[src/hw/rtl/bmp32pm_pkg.sv]
// ----------------------------------------------------------------------------
// bmp32pm_pkg: shared types and constants for the 32-bpp BMP premultiplier
// Word formats, header field offsets, image geometry and the premultiply
// arithmetic used by the parser front end and the pixel back end.
// ----------------------------------------------------------------------------
package bmp32pm_pkg;

  // Fixed image geometry
  localparam int IMG_WIDTH  = 160;
  localparam int IMG_HEIGHT = 160;
  localparam int COL_W = (IMG_WIDTH  > 1) ? $clog2(IMG_WIDTH)  : 1;
  localparam int ROW_W = (IMG_HEIGHT > 1) ? $clog2(IMG_HEIGHT) : 1;

  // Header layout (byte offsets within the file)
  localparam int HDR_LEN     = 54;
  localparam int OFS_SIG0    = 0;
  localparam int OFS_SIG1    = 1;
  localparam int OFS_PIX     = 10;
  localparam int OFS_WIDTH   = 18;
  localparam int OFS_HEIGHT  = 22;
  localparam int OFS_PLANES  = 26;
  localparam int OFS_BPP     = 28;
  localparam int OFS_COMP    = 30;
  localparam int OFS_END     = 34;

  localparam logic [7:0]  SIG_B        = 8'h42;
  localparam logic [7:0]  SIG_M        = 8'h4D;
  localparam logic [15:0] GOOD_PLANES  = 16'd1;
  localparam logic [15:0] GOOD_BPP     = 16'd32;
  localparam logic [31:0] POS_MAX      = 32'hFFFF_FFFF;
  localparam logic [31:0] POS_HEIGHT   = 32'(IMG_HEIGHT);
  localparam logic [31:0] NEG_HEIGHT   = 32'd0 - 32'(IMG_HEIGHT);

  // Result kinds
  localparam logic [1:0] KIND_PIXEL   = 2'd0;
  localparam logic [1:0] KIND_BAD_SIG = 2'd1;
  localparam logic [1:0] KIND_BAD_GEO = 2'd2;
  localparam logic [1:0] KIND_BAD_OFS = 2'd3;

  // Queue between parser and pixel unit
  localparam int Q_DEPTH = 4;
  localparam int Q_PTR_W = (Q_DEPTH > 1) ? $clog2(Q_DEPTH) : 1;
  localparam int Q_CNT_W = $clog2(Q_DEPTH + 1);

  typedef enum logic [1:0] {
    PH_HEADER,
    PH_DATA,
    PH_IDLE
  } phase_t;

  typedef struct packed {
    logic [7:0] data_byte;
    logic       start_of_file;
  } in_word_t;

  typedef struct packed {
    logic [1:0] kind;
    logic [7:0] chan0;
    logic [7:0] chan1;
    logic [7:0] chan2;
    logic [7:0] alpha_out;
    logic [7:0] dest_row;
    logic [7:0] dest_col;
    logic       last;
  } out_word_t;

  // Classified work item: raw colour bytes, not yet premultiplied
  typedef struct packed {
    logic [1:0] kind;
    logic [7:0] raw0;
    logic [7:0] raw1;
    logic [7:0] raw2;
    logic [7:0] alpha;
    logic [7:0] dest_row;
    logic [7:0] dest_col;
    logic       last;
  } job_t;

  typedef struct packed {
    logic push;
    job_t job;
  } q_wr_t;

  // c*a/255 rounded: p = c*a + 128, (p + (p >> 8)) >> 8
  function automatic logic [7:0] premul(input logic [7:0] c, input logic [7:0] a);
    logic [15:0] p;
    logic [15:0] s;
    p = 16'(c) * 16'(a) + 16'd128;
    s = p + {8'd0, p[15:8]};
    return s[15:8];
  endfunction

endpackage

[src/hw/rtl/bmp32_premultiply_stream_top.sv]
// ----------------------------------------------------------------------------
// bmp32_premultiply_stream_top: streaming 32-bpp BMP parser and premultiplier
// Parses and checks the BMP header, skips to the pixel data and emits one
// alpha-premultiplied word per pixel with its destination row and column.
// ----------------------------------------------------------------------------
//
//   channel  direction  handshake            payload
//   in_      input      in_valid / in_stall   in_word  (data_byte, start_of_file)
//   out_     output     out_valid / out_stall out_word (kind, chan0..2, alpha_out,
//                                                      dest_row, dest_col, last)
//
// One file byte is taken per cycle while in_stall is low; a pixel word is
// produced for every fourth byte of pixel data, and header errors give a
// single error word. After its final byte is taken, a job is written into
// the queue, then moves through the premultiply stage into the output
// register that drives out_.
// in_stall rises only when the four-entry job queue is full, which happens
// when out_stall has held back results for several pixels.
// rst_n is synchronous and active low; after reset the next byte is parsed
// as header byte 0 of a new file, with or without start_of_file.
// ----------------------------------------------------------------------------
module bmp32_premultiply_stream_top (
  input  logic                   clk,
  input  logic                   rst_n,
  input  logic                   in_valid,
  output logic                   in_stall,
  input  bmp32pm_pkg::in_word_t  in_word,
  output logic                   out_valid,
  input  logic                   out_stall,
  output bmp32pm_pkg::out_word_t out_word
);

  // Front end to queue: push strobe plus classified job
  bmp32pm_pkg::q_wr_t q_wr;
  logic               q_full;

  // Queue to back end
  logic               q_valid;
  logic               q_pop;
  bmp32pm_pkg::job_t  q_job;

  // Parse header, track position, gather pixel bytes
  bmp32pm_front u_front (
    .clk      (clk),
    .rst_n    (rst_n),
    .in_valid (in_valid),
    .in_stall (in_stall),
    .in_word  (in_word),
    .q_full   (q_full),
    .q_wr     (q_wr)
  );

  // Decouple the byte side from output backpressure
  bmp32pm_fifo u_fifo (
    .clk     (clk),
    .rst_n   (rst_n),
    .q_wr    (q_wr),
    .q_full  (q_full),
    .q_pop   (q_pop),
    .q_valid (q_valid),
    .q_job   (q_job)
  );

  // Premultiply and hold the result word
  bmp32pm_back u_back (
    .clk       (clk),
    .rst_n     (rst_n),
    .q_valid   (q_valid),
    .q_job     (q_job),
    .q_pop     (q_pop),
    .out_valid (out_valid),
    .out_stall (out_stall),
    .out_word  (out_word)
  );

endmodule

[src/hw/rtl/bmp32pm_front.sv]
// ----------------------------------------------------------------------------
// bmp32pm_front: header parser and pixel gatherer
// Tracks the file position, collects and checks the header, gathers pixel
// bytes and pushes one classified job per result into the queue.
// ----------------------------------------------------------------------------
module bmp32pm_front (
  input  logic                  clk,
  input  logic                  rst_n,
  input  logic                  in_valid,
  output logic                  in_stall,
  input  bmp32pm_pkg::in_word_t in_word,
  input  logic                  q_full,
  output bmp32pm_pkg::q_wr_t    q_wr
);

  logic                      accept;
  logic                      sof;
  logic [7:0]                dbyte;

  logic [31:0]               pos_r, pos_nxt;
  bmp32pm_pkg::phase_t       phase_r, phase_nxt;
  logic [31:0]               pix_start_r, pix_start_nxt;
  logic [7:0]                sig0_r, sig0_nxt;
  logic [7:0]                sig1_r, sig1_nxt;
  logic [31:0]               width_r, width_nxt;
  logic [31:0]               height_r, height_nxt;
  logic [15:0]               planes_r, planes_nxt;
  logic [15:0]               bpp_r, bpp_nxt;
  logic [31:0]               comp_r, comp_nxt;
  logic                      bottom_up_r, bottom_up_nxt;
  logic [23:0]               pix_bytes_r, pix_bytes_nxt;
  logic [1:0]                lane_r, lane_nxt;
  logic [bmp32pm_pkg::ROW_W-1:0] row_r, row_nxt;
  logic [bmp32pm_pkg::COL_W-1:0] col_r, col_nxt;

  // State as seen by this byte: a start of file clears everything first
  logic [31:0]               b_pos;
  bmp32pm_pkg::phase_t       b_phase;
  logic [31:0]               b_pix_start;
  logic [7:0]                b_sig0, b_sig1;
  logic [31:0]               b_width, b_height, b_comp;
  logic [15:0]               b_planes, b_bpp;
  logic                      b_bottom_up;
  logic [23:0]               b_pix_bytes;
  logic [1:0]                b_lane;
  logic [bmp32pm_pkg::ROW_W-1:0] b_row;
  logic [bmp32pm_pkg::COL_W-1:0] b_col;

  logic [5:0]                hdr_idx;
  logic [1:0]                hlane;
  logic                      hdr_end;
  logic                      sig_bad, geo_bad, ofs_bad;
  logic                      in_window;
  logic                      fin;
  logic [bmp32pm_pkg::ROW_W-1:0] row_sel;

  assign accept   = in_valid && !q_full;
  assign in_stall = q_full;
  assign sof      = in_word.start_of_file;
  assign dbyte    = in_word.data_byte;

  assign b_pos       = sof ? '0 : pos_r;
  assign b_phase     = sof ? bmp32pm_pkg::PH_HEADER : phase_r;
  assign b_pix_start = sof ? '0 : pix_start_r;
  assign b_sig0      = sof ? '0 : sig0_r;
  assign b_sig1      = sof ? '0 : sig1_r;
  assign b_width     = sof ? '0 : width_r;
  assign b_height    = sof ? '0 : height_r;
  assign b_planes    = sof ? '0 : planes_r;
  assign b_bpp       = sof ? '0 : bpp_r;
  assign b_comp      = sof ? '0 : comp_r;
  assign b_bottom_up = sof ? 1'b0 : bottom_up_r;
  assign b_pix_bytes = sof ? '0 : pix_bytes_r;
  assign b_lane      = sof ? '0 : lane_r;
  assign b_row       = sof ? '0 : row_r;
  assign b_col       = sof ? '0 : col_r;

  // Header phase never runs past byte 53, so six bits cover the index
  assign hdr_idx = b_pos[5:0];
  assign hdr_end = (b_phase == bmp32pm_pkg::PH_HEADER) &&
                   (hdr_idx == 6'(bmp32pm_pkg::HDR_LEN - 1));

  assign sig_bad = (b_sig0 != bmp32pm_pkg::SIG_B) || (b_sig1 != bmp32pm_pkg::SIG_M);
  assign geo_bad = (b_width != 32'(bmp32pm_pkg::IMG_WIDTH)) ||
                   ((b_height != bmp32pm_pkg::POS_HEIGHT) &&
                    (b_height != bmp32pm_pkg::NEG_HEIGHT)) ||
                   (b_planes != bmp32pm_pkg::GOOD_PLANES) ||
                   (b_bpp != bmp32pm_pkg::GOOD_BPP) || (b_comp != '0);
  assign ofs_bad = b_pix_start < 32'(bmp32pm_pkg::HDR_LEN);

  assign in_window = b_pos >= b_pix_start;
  assign fin = (b_row == bmp32pm_pkg::ROW_W'(bmp32pm_pkg::IMG_HEIGHT - 1)) &&
               (b_col == bmp32pm_pkg::COL_W'(bmp32pm_pkg::IMG_WIDTH - 1));
  assign row_sel = b_bottom_up ?
                   bmp32pm_pkg::ROW_W'(bmp32pm_pkg::IMG_HEIGHT - 1) - b_row : b_row;

  // Next state
  always_comb begin
    pos_nxt       = (b_pos == bmp32pm_pkg::POS_MAX) ? b_pos : b_pos + 32'd1;
    phase_nxt     = b_phase;
    pix_start_nxt = b_pix_start;
    sig0_nxt      = b_sig0;
    sig1_nxt      = b_sig1;
    width_nxt     = b_width;
    height_nxt    = b_height;
    planes_nxt    = b_planes;
    bpp_nxt       = b_bpp;
    comp_nxt      = b_comp;
    bottom_up_nxt = b_bottom_up;
    pix_bytes_nxt = b_pix_bytes;
    lane_nxt      = b_lane;
    row_nxt       = b_row;
    col_nxt       = b_col;
    hlane         = '0;
    case (b_phase)
      bmp32pm_pkg::PH_HEADER: begin
        if (hdr_idx == 6'(bmp32pm_pkg::OFS_SIG0)) begin
          sig0_nxt = dbyte;
        end else if (hdr_idx == 6'(bmp32pm_pkg::OFS_SIG1)) begin
          sig1_nxt = dbyte;
        end else if (hdr_idx >= 6'(bmp32pm_pkg::OFS_PIX) &&
                     hdr_idx < 6'(bmp32pm_pkg::OFS_PIX + 4)) begin
          hlane = 2'(hdr_idx - 6'(bmp32pm_pkg::OFS_PIX));
          pix_start_nxt[{hlane, 3'b000} +: 8] = dbyte;
        end else if (hdr_idx >= 6'(bmp32pm_pkg::OFS_WIDTH) &&
                     hdr_idx < 6'(bmp32pm_pkg::OFS_HEIGHT)) begin
          hlane = 2'(hdr_idx - 6'(bmp32pm_pkg::OFS_WIDTH));
          width_nxt[{hlane, 3'b000} +: 8] = dbyte;
        end else if (hdr_idx >= 6'(bmp32pm_pkg::OFS_HEIGHT) &&
                     hdr_idx < 6'(bmp32pm_pkg::OFS_PLANES)) begin
          hlane = 2'(hdr_idx - 6'(bmp32pm_pkg::OFS_HEIGHT));
          height_nxt[{hlane, 3'b000} +: 8] = dbyte;
        end else if (hdr_idx >= 6'(bmp32pm_pkg::OFS_PLANES) &&
                     hdr_idx < 6'(bmp32pm_pkg::OFS_BPP)) begin
          hlane = 2'(hdr_idx - 6'(bmp32pm_pkg::OFS_PLANES));
          planes_nxt[{hlane[0], 3'b000} +: 8] = dbyte;
        end else if (hdr_idx >= 6'(bmp32pm_pkg::OFS_BPP) &&
                     hdr_idx < 6'(bmp32pm_pkg::OFS_COMP)) begin
          hlane = 2'(hdr_idx - 6'(bmp32pm_pkg::OFS_BPP));
          bpp_nxt[{hlane[0], 3'b000} +: 8] = dbyte;
        end else if (hdr_idx >= 6'(bmp32pm_pkg::OFS_COMP) &&
                     hdr_idx < 6'(bmp32pm_pkg::OFS_END)) begin
          hlane = 2'(hdr_idx - 6'(bmp32pm_pkg::OFS_COMP));
          comp_nxt[{hlane, 3'b000} +: 8] = dbyte;
        end
        if (hdr_end) begin
          if (sig_bad || geo_bad || ofs_bad) begin
            phase_nxt = bmp32pm_pkg::PH_IDLE;
          end else begin
            bottom_up_nxt = (b_height == bmp32pm_pkg::POS_HEIGHT);
            phase_nxt     = bmp32pm_pkg::PH_DATA;
          end
        end
      end
      bmp32pm_pkg::PH_DATA: begin
        if (in_window) begin
          if (b_lane != 2'd3) begin
            pix_bytes_nxt[{b_lane, 3'b000} +: 8] = dbyte;
            lane_nxt = b_lane + 2'd1;
          end else begin
            pix_bytes_nxt = '0;
            lane_nxt      = '0;
            if (b_col == bmp32pm_pkg::COL_W'(bmp32pm_pkg::IMG_WIDTH - 1)) begin
              col_nxt = '0;
              row_nxt = b_row + 1'b1;
            end else begin
              col_nxt = b_col + 1'b1;
            end
            if (fin) begin
              phase_nxt = bmp32pm_pkg::PH_IDLE;
            end
          end
        end
      end
      default: begin
      end
    endcase
  end

  // Job output
  always_comb begin
    q_wr = '0;
    if (accept) begin
      case (b_phase)
        bmp32pm_pkg::PH_HEADER: begin
          if (hdr_end && (sig_bad || geo_bad || ofs_bad)) begin
            q_wr.push = 1'b1;
            if (sig_bad) begin
              q_wr.job.kind = bmp32pm_pkg::KIND_BAD_SIG;
            end else if (geo_bad) begin
              q_wr.job.kind = bmp32pm_pkg::KIND_BAD_GEO;
            end else begin
              q_wr.job.kind = bmp32pm_pkg::KIND_BAD_OFS;
            end
          end
        end
        bmp32pm_pkg::PH_DATA: begin
          if (in_window && b_lane == 2'd3) begin
            q_wr.push          = 1'b1;
            q_wr.job.kind      = bmp32pm_pkg::KIND_PIXEL;
            q_wr.job.raw0      = b_pix_bytes[7:0];
            q_wr.job.raw1      = b_pix_bytes[15:8];
            q_wr.job.raw2      = b_pix_bytes[23:16];
            q_wr.job.alpha     = dbyte;
            q_wr.job.dest_row  = 8'(row_sel);
            q_wr.job.dest_col  = 8'(b_col);
            q_wr.job.last      = fin;
          end
        end
        default: begin
        end
      endcase
    end
  end

  always_ff @(posedge clk) begin
    if (!rst_n) begin
      pos_r       <= '0;
      phase_r     <= bmp32pm_pkg::PH_HEADER;
      pix_start_r <= '0;
      sig0_r      <= '0;
      sig1_r      <= '0;
      width_r     <= '0;
      height_r    <= '0;
      planes_r    <= '0;
      bpp_r       <= '0;
      comp_r      <= '0;
      bottom_up_r <= 1'b0;
      pix_bytes_r <= '0;
      lane_r      <= '0;
      row_r       <= '0;
      col_r       <= '0;
    end else if (accept) begin
      pos_r       <= pos_nxt;
      phase_r     <= phase_nxt;
      pix_start_r <= pix_start_nxt;
      sig0_r      <= sig0_nxt;
      sig1_r      <= sig1_nxt;
      width_r     <= width_nxt;
      height_r    <= height_nxt;
      planes_r    <= planes_nxt;
      bpp_r       <= bpp_nxt;
      comp_r      <= comp_nxt;
      bottom_up_r <= bottom_up_nxt;
      pix_bytes_r <= pix_bytes_nxt;
      lane_r      <= lane_nxt;
      row_r       <= row_nxt;
      col_r       <= col_nxt;
    end
  end

  // The data phase is only entered with a pixel offset past the header
  a_data_offset: assert property (@(posedge clk) disable iff (!rst_n)
    phase_r == bmp32pm_pkg::PH_DATA |-> pix_start_r >= 32'(bmp32pm_pkg::HDR_LEN))
    else $error("data phase with pixel offset inside header");

  // Any error job or final pixel closes the file
  a_close_file: assert property (@(posedge clk) disable iff (!rst_n)
    q_wr.push && (q_wr.job.last || q_wr.job.kind != bmp32pm_pkg::KIND_PIXEL)
    |=> phase_r == bmp32pm_pkg::PH_IDLE)
    else $error("file not closed after error or last pixel");

endmodule

[src/hw/rtl/bmp32pm_fifo.sv]
// ----------------------------------------------------------------------------
// bmp32pm_fifo: short job queue between parser and pixel unit
// Register-based circular buffer; the head entry is read out directly.
// ----------------------------------------------------------------------------
module bmp32pm_fifo (
  input  logic               clk,
  input  logic               rst_n,
  input  bmp32pm_pkg::q_wr_t q_wr,
  output logic               q_full,
  input  logic               q_pop,
  output logic               q_valid,
  output bmp32pm_pkg::job_t  q_job
);

  bmp32pm_pkg::job_t                 mem_r [bmp32pm_pkg::Q_DEPTH];
  logic [bmp32pm_pkg::Q_PTR_W-1:0]   wr_ptr_r, wr_ptr_nxt;
  logic [bmp32pm_pkg::Q_PTR_W-1:0]   rd_ptr_r, rd_ptr_nxt;
  logic [bmp32pm_pkg::Q_CNT_W-1:0]   count_r, count_nxt;
  logic                              do_push, do_pop;

  assign q_full  = (count_r == bmp32pm_pkg::Q_CNT_W'(bmp32pm_pkg::Q_DEPTH));
  assign q_valid = (count_r != '0);
  assign q_job   = mem_r[rd_ptr_r];
  assign do_push = q_wr.push && !q_full;
  assign do_pop  = q_pop && q_valid;

  always_comb begin
    wr_ptr_nxt = wr_ptr_r;
    rd_ptr_nxt = rd_ptr_r;
    count_nxt  = count_r;
    if (do_push) begin
      wr_ptr_nxt = (wr_ptr_r == bmp32pm_pkg::Q_PTR_W'(bmp32pm_pkg::Q_DEPTH - 1)) ?
                   '0 : wr_ptr_r + 1'b1;
    end
    if (do_pop) begin
      rd_ptr_nxt = (rd_ptr_r == bmp32pm_pkg::Q_PTR_W'(bmp32pm_pkg::Q_DEPTH - 1)) ?
                   '0 : rd_ptr_r + 1'b1;
    end
    if (do_push && !do_pop) begin
      count_nxt = count_r + 1'b1;
    end else if (do_pop && !do_push) begin
      count_nxt = count_r - 1'b1;
    end
  end

  always_ff @(posedge clk) begin
    if (!rst_n) begin
      wr_ptr_r <= '0;
      rd_ptr_r <= '0;
      count_r  <= '0;
    end else begin
      wr_ptr_r <= wr_ptr_nxt;
      rd_ptr_r <= rd_ptr_nxt;
      count_r  <= count_nxt;
    end
  end

  always_ff @(posedge clk) begin
    if (do_push) begin
      mem_r[wr_ptr_r] <= q_wr.job;
    end
  end

  // The parser holds off input while full, so no job is ever dropped
  a_no_overflow: assert property (@(posedge clk) disable iff (!rst_n)
    q_full |-> !q_wr.push)
    else $error("job pushed into full queue");

  a_count_range: assert property (@(posedge clk) disable iff (!rst_n)
    count_r <= bmp32pm_pkg::Q_CNT_W'(bmp32pm_pkg::Q_DEPTH))
    else $error("queue count out of range");

endmodule

[src/hw/rtl/bmp32pm_back.sv]
// ----------------------------------------------------------------------------
// bmp32pm_back: pixel unit and output register
// Premultiplies the colour bytes of a job by alpha and holds the result
// word until the downstream side takes it.
// ----------------------------------------------------------------------------
module bmp32pm_back (
  input  logic                   clk,
  input  logic                   rst_n,
  input  logic                   q_valid,
  input  bmp32pm_pkg::job_t      q_job,
  output logic                   q_pop,
  output logic                   out_valid,
  input  logic                   out_stall,
  output bmp32pm_pkg::out_word_t out_word
);

  logic                   out_valid_r, out_valid_nxt;
  bmp32pm_pkg::out_word_t out_word_r, out_word_nxt;

  // Advance whenever the output register is empty or being drained
  assign q_pop = q_valid && (!out_valid_r || !out_stall);

  always_comb begin
    out_word_nxt           = out_word_r;
    out_valid_nxt          = out_valid_r && out_stall;
    if (q_pop) begin
      out_valid_nxt          = 1'b1;
      out_word_nxt.kind      = q_job.kind;
      out_word_nxt.chan0     = bmp32pm_pkg::premul(q_job.raw0, q_job.alpha);
      out_word_nxt.chan1     = bmp32pm_pkg::premul(q_job.raw1, q_job.alpha);
      out_word_nxt.chan2     = bmp32pm_pkg::premul(q_job.raw2, q_job.alpha);
      out_word_nxt.alpha_out = q_job.alpha;
      out_word_nxt.dest_row  = q_job.dest_row;
      out_word_nxt.dest_col  = q_job.dest_col;
      out_word_nxt.last      = q_job.last;
    end
  end

  always_ff @(posedge clk) begin
    if (!rst_n) begin
      out_valid_r <= 1'b0;
    end else begin
      out_valid_r <= out_valid_nxt;
    end
  end

  always_ff @(posedge clk) begin
    out_word_r <= out_word_nxt;
  end

  assign out_valid = out_valid_r;
  assign out_word  = out_word_r;

  // Error words carry nothing but their kind
  a_error_clean: assert property (@(posedge clk) disable iff (!rst_n)
    out_valid_r && out_word_r.kind != bmp32pm_pkg::KIND_PIXEL |->
    out_word_r.chan0 == '0 && out_word_r.chan1 == '0 && out_word_r.chan2 == '0 &&
    out_word_r.alpha_out == '0 && out_word_r.last == 1'b0)
    else $error("error word with nonzero payload");

  // Premultiplied channels never exceed alpha
  a_chan_le_alpha: assert property (@(posedge clk) disable iff (!rst_n)
    out_valid_r |-> out_word_r.chan0 <= out_word_r.alpha_out &&
    out_word_r.chan1 <= out_word_r.alpha_out && out_word_r.chan2 <= out_word_r.alpha_out)
    else $error("premultiplied channel above alpha");

endmodule
[config.mk]
export PLATFORM = sky130hd
export DESIGN_NAME = bmp32_premultiply_stream_top
export DESIGN_NICKNAME = d
export VERILOG_FILES = /design/src/hw/rtl/bmp32pm_pkg.sv /design/src/hw/rtl/bmp32_premultiply_stream_top.sv /design/src/hw/rtl/bmp32pm_front.sv /design/src/hw/rtl/bmp32pm_fifo.sv /design/src/hw/rtl/bmp32pm_back.sv
export SDC_FILE = /design/constraint.sdc
export NUM_CORES = 1
export LEC_CHECK = 0
export BUFFER_PORTS_ARGS = -buffer_cell sky130_fd_sc_hd__buf_2
export CORE_ASPECT_RATIO = 1.5
export CORE_MARGIN = 2
export CORE_UTILIZATION = 65
export CTS_CLUSTER_SIZE = 28
export DETAILED_ROUTE_END_ITERATION = 8
export PLACE_DENSITY = 0.8
export RECOVER_POWER = 50
export SYNTH_ARGS = -nofsm -noshare
export SYNTH_HDL_FRONTEND = slang
export SYNTH_SLANG_ARGS = --single-unit
[constraint.sdc]
create_clock -name clk -period 18.2 [get_ports clk]
set_input_delay 1.82 -clock clk [delete_from_list [all_inputs] [get_ports clk]]
set_output_delay 1.82 -clock clk [all_outputs]
set_load 0.005 [all_outputs]
-- Word-level counts from Yosys, hierarchy flattened
Memories as Yosys holds them, arrays and structs flattened. A register that Yosys moved wholly into a read port is not among the register bits.
Cells that the tools add are included.
- add/sub/neg operators: 28
- shift-type cells: 14
- reductions and logical operators: 36
- bitwise logic cells: 0
- multipliers: 3
- div/mod/pow operators: 0
- muxes and demuxes: 107
- $lt $le $gt $ge: 14
- equal/unequal tests: 19
- operator list (operator ; number):
    two-way mux 32 bit ; 30
    two-way mux 16 bit ; 17
    two-way mux 8 bit ; 18
    bitwise mux 32 bit ; 4
    variable shift 8 x 7 -> 32 bit (first input constant) ; 4
    indexed part select 8 x 7 -> 32 bit ; 4
    two-way mux 52 bit ; 2
    two-way mux 24 bit ; 4
    inequality test 32 x 8 -> 1 bit (second input constant) ; 2
    two-way mux 49 bit ; 1
    adder 16 x 8 -> 16 bit ; 3
    adder 16 x 8 -> 16 bit (second input constant) ; 3
    multiplier 8 x 8 -> 16 bit ; 3
    negator 5 -> 7 bit ; 5
    adder 32 x 1 -> 32 bit (second input constant) ; 1
    bitwise mux 16 bit ; 2
    == test 32 bit (second input constant) ; 1
    == test 32 x 8 -> 1 bit (second input constant) ; 1
    >= comparator 32 bit ; 1
    < comparator 32 x 6 -> 1 bit (second input constant) ; 1
    inequality test 32 bit (second input constant) ; 1
    nonzero test 32 bit ; 1
    variable shift 8 x 6 -> 16 bit (first input constant) ; 2
    indexed part select 8 x 6 -> 16 bit ; 2
    other kinds (38) ; 108
- register bits after elaboration: 312
- memories: 1
- input port bits: 13
- ROM bits: 0
- memory bits (writable): 204
- output and inout port bits: 53
- logic and storage cells: 249
- latch bits: 0
- memory list (memory ; depth ; width ; rd ports ; clocked after memory_dff ; wr ports ; RTL line ; RTL):
    u_fifo.mem_r ; 4 ; 51 ; 1 ; 1 ; 1 ; bmp32pm_fifo.sv:15 ; bmp32pm_pkg::job_t mem_r [bmp32pm_pkg::Q_DEPTH];

-- Logic depth before layout (Yosys ltp)
- word-level depth: 18
- mapped depth: 29
- depth with buffers taken out: 26

-- Modules after synthesis
A second synthesis with hierarchy kept.
- cell total of the unflattened synthesis: 2759
- area, all modules: 29450.7 um2
- modules (own cells, without submodules) (module ; area each (um2) ; cells an instance ; sequential area each (um2) ; instances):
    bmp32pm_front ; 12448.2 ; 1482 ; 5064.9 ; 1
    bmp32pm_back ; 9102.5 ; 959 ; 1551.5 ; 1
    bmp32pm_fifo ; 7900.1 ; 318 ; 6306.0 ; 1

-- Least setup slack after synthesis
OpenSTA, ideal clock, no wires.
- kind: reg-to-reg
- start: register with a tool-made name
- end: register u_back.out_word_r, in the netlist u_back.out_word[40], data pin
- arrival time: 7.901 ns
- clock period less this slack: 8.160 ns
- library setup time: 0.259 ns
- cell stages (with the launch flop): 25
- setup slack: 10.040 ns
- cells stage by stage: dfxtp_1 > clkbuf_1 > clkbuf_1 > buf_1 > mux4_2 > and2_1 > fa_1 > fa_1 > fa_1 > inv_1 > fa_1 > inv_1 > ha_1 > clkbuf_1 > a21o_1 > a221oi_1 > a21oi_1 > xnor2_1 > ha_1 > and2_0 > a22o_1 > a31o_2 > a311oi_1 > and4b_1 > a211o_1
- RTL lines (what ; RTL line ; RTL):
    end signal: assignment ; bmp32pm_back.sv:48 ; out_word_r <= out_word_nxt;
    end: declaration ; bmp32pm_back.sv:18 ; bmp32pm_pkg::out_word_t out_word_r, out_word_nxt;

==> results.tsv <==
stage	metric	value	unit
outcome	status	finished with violations	
outcome	failing checks	max-capacitance violations, max-slew violations	
global_routing	total track usage	0.322	
logic_synthesis	primary flip-flop cell chosen by synthesis mapping	dfxtp_1	
clock_network	H-tree lvl count	2	
min_path	Tightest Hold Check Type	reg2reg	
final_layout	Finished Layout Cells	3488	
clock_network	root buf cell	clkbuf_16	
worst_setup_path	critical path arrival	12.72	ns
place	GP Congestion	0.919	
clock_network	CTS Hold Bufs	0	
timing	Slew @ Worst Pin	4.12	ns
logic_synthesis	Yosys reg bits	518	
detailed_routing	vias per cell	6.47	
detailed_routing	DRT iter0 DRCs	1822	
timing	Achievable Freq	0.0819	GHz
power_and_ir_drop	Comb pwr share	0.151	
logic_synthesis	Async S/R FF share, synth	0	
timing	final hold viol count	0	
final_layout	fill count	3225	
timing	final slew viol count	528	
clock_network	Clock Sinks	518	
final_layout	fin nets	3182	
timing	Setup TNS	0	ns
logic_synthesis	Synth Net Count	3194	
worst_setup_path	Critical Path Source Type	input pin	
clock_network	clock buffer depth	3	
floorplan	initial core utilization	0.659	
place	placed insts	3400	
detailed_routing	final WL	75.3	mm
floorplan	Ports	66	
worst_setup_path	CP startpoint	rst_n	
global_routing	first-pass GRT wire length	120	mm
logic_synthesis	Avg Synthesized Cell Area	10.3	um^2
detailed_routing	routed via count	22600	
timing	Worst Skew	0.0343	ns
floorplan	area of the core	44900	um^2
logic_synthesis	Seq/Total Area, Yosys	0.436	
floorplan	row cnt	95	
min_path	hold path startpoint	u_front.width_r[28]	
global_routing	GR Overflow Total	0	
global_routing	vias in the first global route	23500	
clock_network	CTS clk-pin slew, worst paths	0.07	ns
logic_synthesis	number of enable flip-flop cells after synthesis	255	
logic_synthesis	Syn Inst Count	2879	
detailed_routing	DRT Pass-1 Iters	5	
global_routing	met3 usage	0.0382	
global_routing	global route hottest layer	met2	
final_layout	share of layout cells above drive strength 1	0.0723	
timing	max_slew headroom	-1.74	
place	detailed placer's ending HPWL	51.9	mm
clock_network	Num CTS Buffers	47	
worst_setup_path	Worst Path Required	18.71	ns
clock_network	CTS tree	built	
worst_setup_path	Crit Path Class	in2reg	
power_and_ir_drop	Pwr Density	88.7	nW/um^2
power_and_ir_drop	Clk network pwr share	0.374	
detailed_routing	post-route ant nets	0	
global_routing	met2 GRT Util	0.577	
timing	final critical-path share of the clock period	0.671	
clock_network	post-CTS setup buffers	0	
worst_setup_path	Critical Path Fanout Max	124	
place	I/O Buffers	65	
final_layout	ANT cells	0	
clock_network	Clock Latency Late Sink	0.60	ns
floorplan	Die ar.	47300	um^2
power_and_ir_drop	Reg power frac	0.475	
floorplan	die height	265	um
final_layout	P&R area growth vs syn	7.67	%
timing	# setup viols final	0	
floorplan	die width	178	um
detailed_routing	drt drc	0	
power_and_ir_drop	Net Sw Frac	0.277	
timing	Period minus WS final	12.21	ns
worst_setup_path	crit end category	flip-flop	
timing	RSZ-0062 raised after global routing	no	
power_and_ir_drop	VDD IR max	95.0	uV
power_and_ir_drop	switching pwr	783	uW
power_and_ir_drop	leakage	0.0129	uW
global_routing	initial antenna violation count	0	
clock_network	post-CTS resize count	0	
logic_synthesis	Synth cell types	78	
flow_run	MaxCap Viol Count	8	
global_routing	pin count of the biggest net entering global routing	125	
final_layout	post-layout util	0.710	
logic_synthesis	YS warnings	0	
detailed_routing	routed len/inst	21.6	um
logic_synthesis	area of the mapped netlist	29600	um^2
power_and_ir_drop	Int Power	2050	uW
global_routing	routing usage on met1	0.352	
## metrics by stage
stage               instance area (um^2)  hold slack (ns)  total power (uW)  setup WS [ns]
finish                             31900            0.466              2830           5.99
global route                       31900            0.501              2920           5.29
CTS                                32000            0.469              2840           9.73
detailed placement                 30300            0.455              1790           9.74
global placement                   30300            0.447              1780           9.94
floorplan                          29600            0.432              1610          10.04
## cell usage in the layout (no fill, tap or decap), drive strengths merged, types with 6 or more instances in the layout
master | netlist | routed
a31oi | 14 | 14
nand2 | 239 | 239
mux2i | 20 | 20
a22oi | 100 | 100
a31o | 10 | 10
o21ai | 60 | 60
inv | 227 | 232
mux4 | 49 | 49
nor3 | 30 | 30
nor2 | 291 | 291
nand4 | 60 | 60
a21oi | 72 | 72
a211oi | 11 | 11
and4 | 9 | 9
a32oi | 63 | 63
dfxtp | 263 | 263
a21o | 23 | 23
clkinv | 0 | 6
o211ai | 33 | 33
nor4 | 52 | 52
and2 | 187 | 187
xnor2 | 44 | 44
xor2 | 35 | 35
or2 | 10 | 10
nor3b | 8 | 8
o21a | 12 | 12
fa | 112 | 112
nand2b | 13 | 13
clkbuf | 131 | 117
nor4b | 8 | 8
buf | 20 | 43
ha | 190 | 190
and3 | 38 | 38
nor2b | 41 | 41
nand3 | 73 | 73
edfxtp | 255 | 255
## cell usage after synthesis, types with 49 or more instances
cell type  number  area [um^2]
nand4_1        60          375
clkbuf_1      131          492
nand2_1       239          897
mux4_2         49         1100
edfxtp_1      255         7660
a22oi_1       100          751
dfxtp_1       263         5270
nand3_1        73          365
inv_1         227          852
a32oi_1        63          552
and2_1        185         1160
nor4_1         52          325
a21oi_1        72          360
nor2_1        291         1090
fa_1          112         2240
ha_1          190         2380
## layer usage
layer / wire [um] / vias up
met2: 38800 / 930
met1: 27000 / 11100
met3: 4000 / 324
met4: 5500 / 0
met5: 0 / -
li1: - / 10200
## layout make-up
type                       instances  area, um^2  share of cell area
clock inverter                    18         244             0.00765
sequential                       518       12900               0.405
inverter                         227         853              0.0268
multi-input combinational       1983       15300               0.479
clock buffer                      70        1430              0.0447
tap                              582         728              0.0228
timing repair buffer              90         437              0.0137
## worst max-delay path, cell delays in order
cell and delay (ns):
buf_2 0.07, clkbuf_1 2.49, clkinvlp_2 4.81, clkbuf_1 2.18, nor3_1 0.71, nand2_1 0.24, o22ai_1 0.16
## cell families after synthesis
| kind of cell | after synthesis | share of synthesized area |
|---|---|---|
| adders and majority gates | 303 | 0.156 |
| buffers and inverters | 378 | 0.0480 |
| DFF | 518 | 0.436 |
| xor gates and xnor gates | 79 | 0.0234 |
| muxes | 73 | 0.0455 |
| AOI/OAI and AO/OA | 442 | 0.106 |
| and+or+nand+nor | 1086 | 0.184 |
## flip-flops by register name, indices dropped and copies added, names as in the netlist, 2 cells and up, named ones only
name / count
u_front.phase_r: 2
u_front.col_r: 8
u_front.pix_bytes_r: 24
u_fifo.count_r: 3
u_front.width_r: 32
u_front.bpp_r: 16
u_fifo.mem_r: 204
u_back.out_word: 51
u_front.sig0_r: 8
u_fifo.wr_ptr_r: 2
u_front.height_r: 32
u_front.row_r: 8
u_fifo.rd_ptr_r: 2
u_front.comp_r: 32
u_front.sig1_r: 8
u_front.planes_r: 16
u_front.pos_r: 32
u_front.pix_start_r: 32
u_front.lane_r: 2
## final timing paths
check	end	slack [ns]	cells after the start
max	u_front.bottom_up_r	5.99	7
min reg2reg	u_front.width_r[28]	0.47	2
min	u_front.width_r[28]	0.47	2
max reg2reg	u_back.out_word[40]	8.17	22
## power by group through the flow
stage	sequential (uW)	combinational, uW	clock [uW]
floorplan	1360	247	0
global placement	1360	415	0
detailed placement	1360	428	0
CTS	1340	431	1070
global route	1350	460	1110
finish	1340	427	1060
No activity file was read; power rests on OpenSTA's default activity.
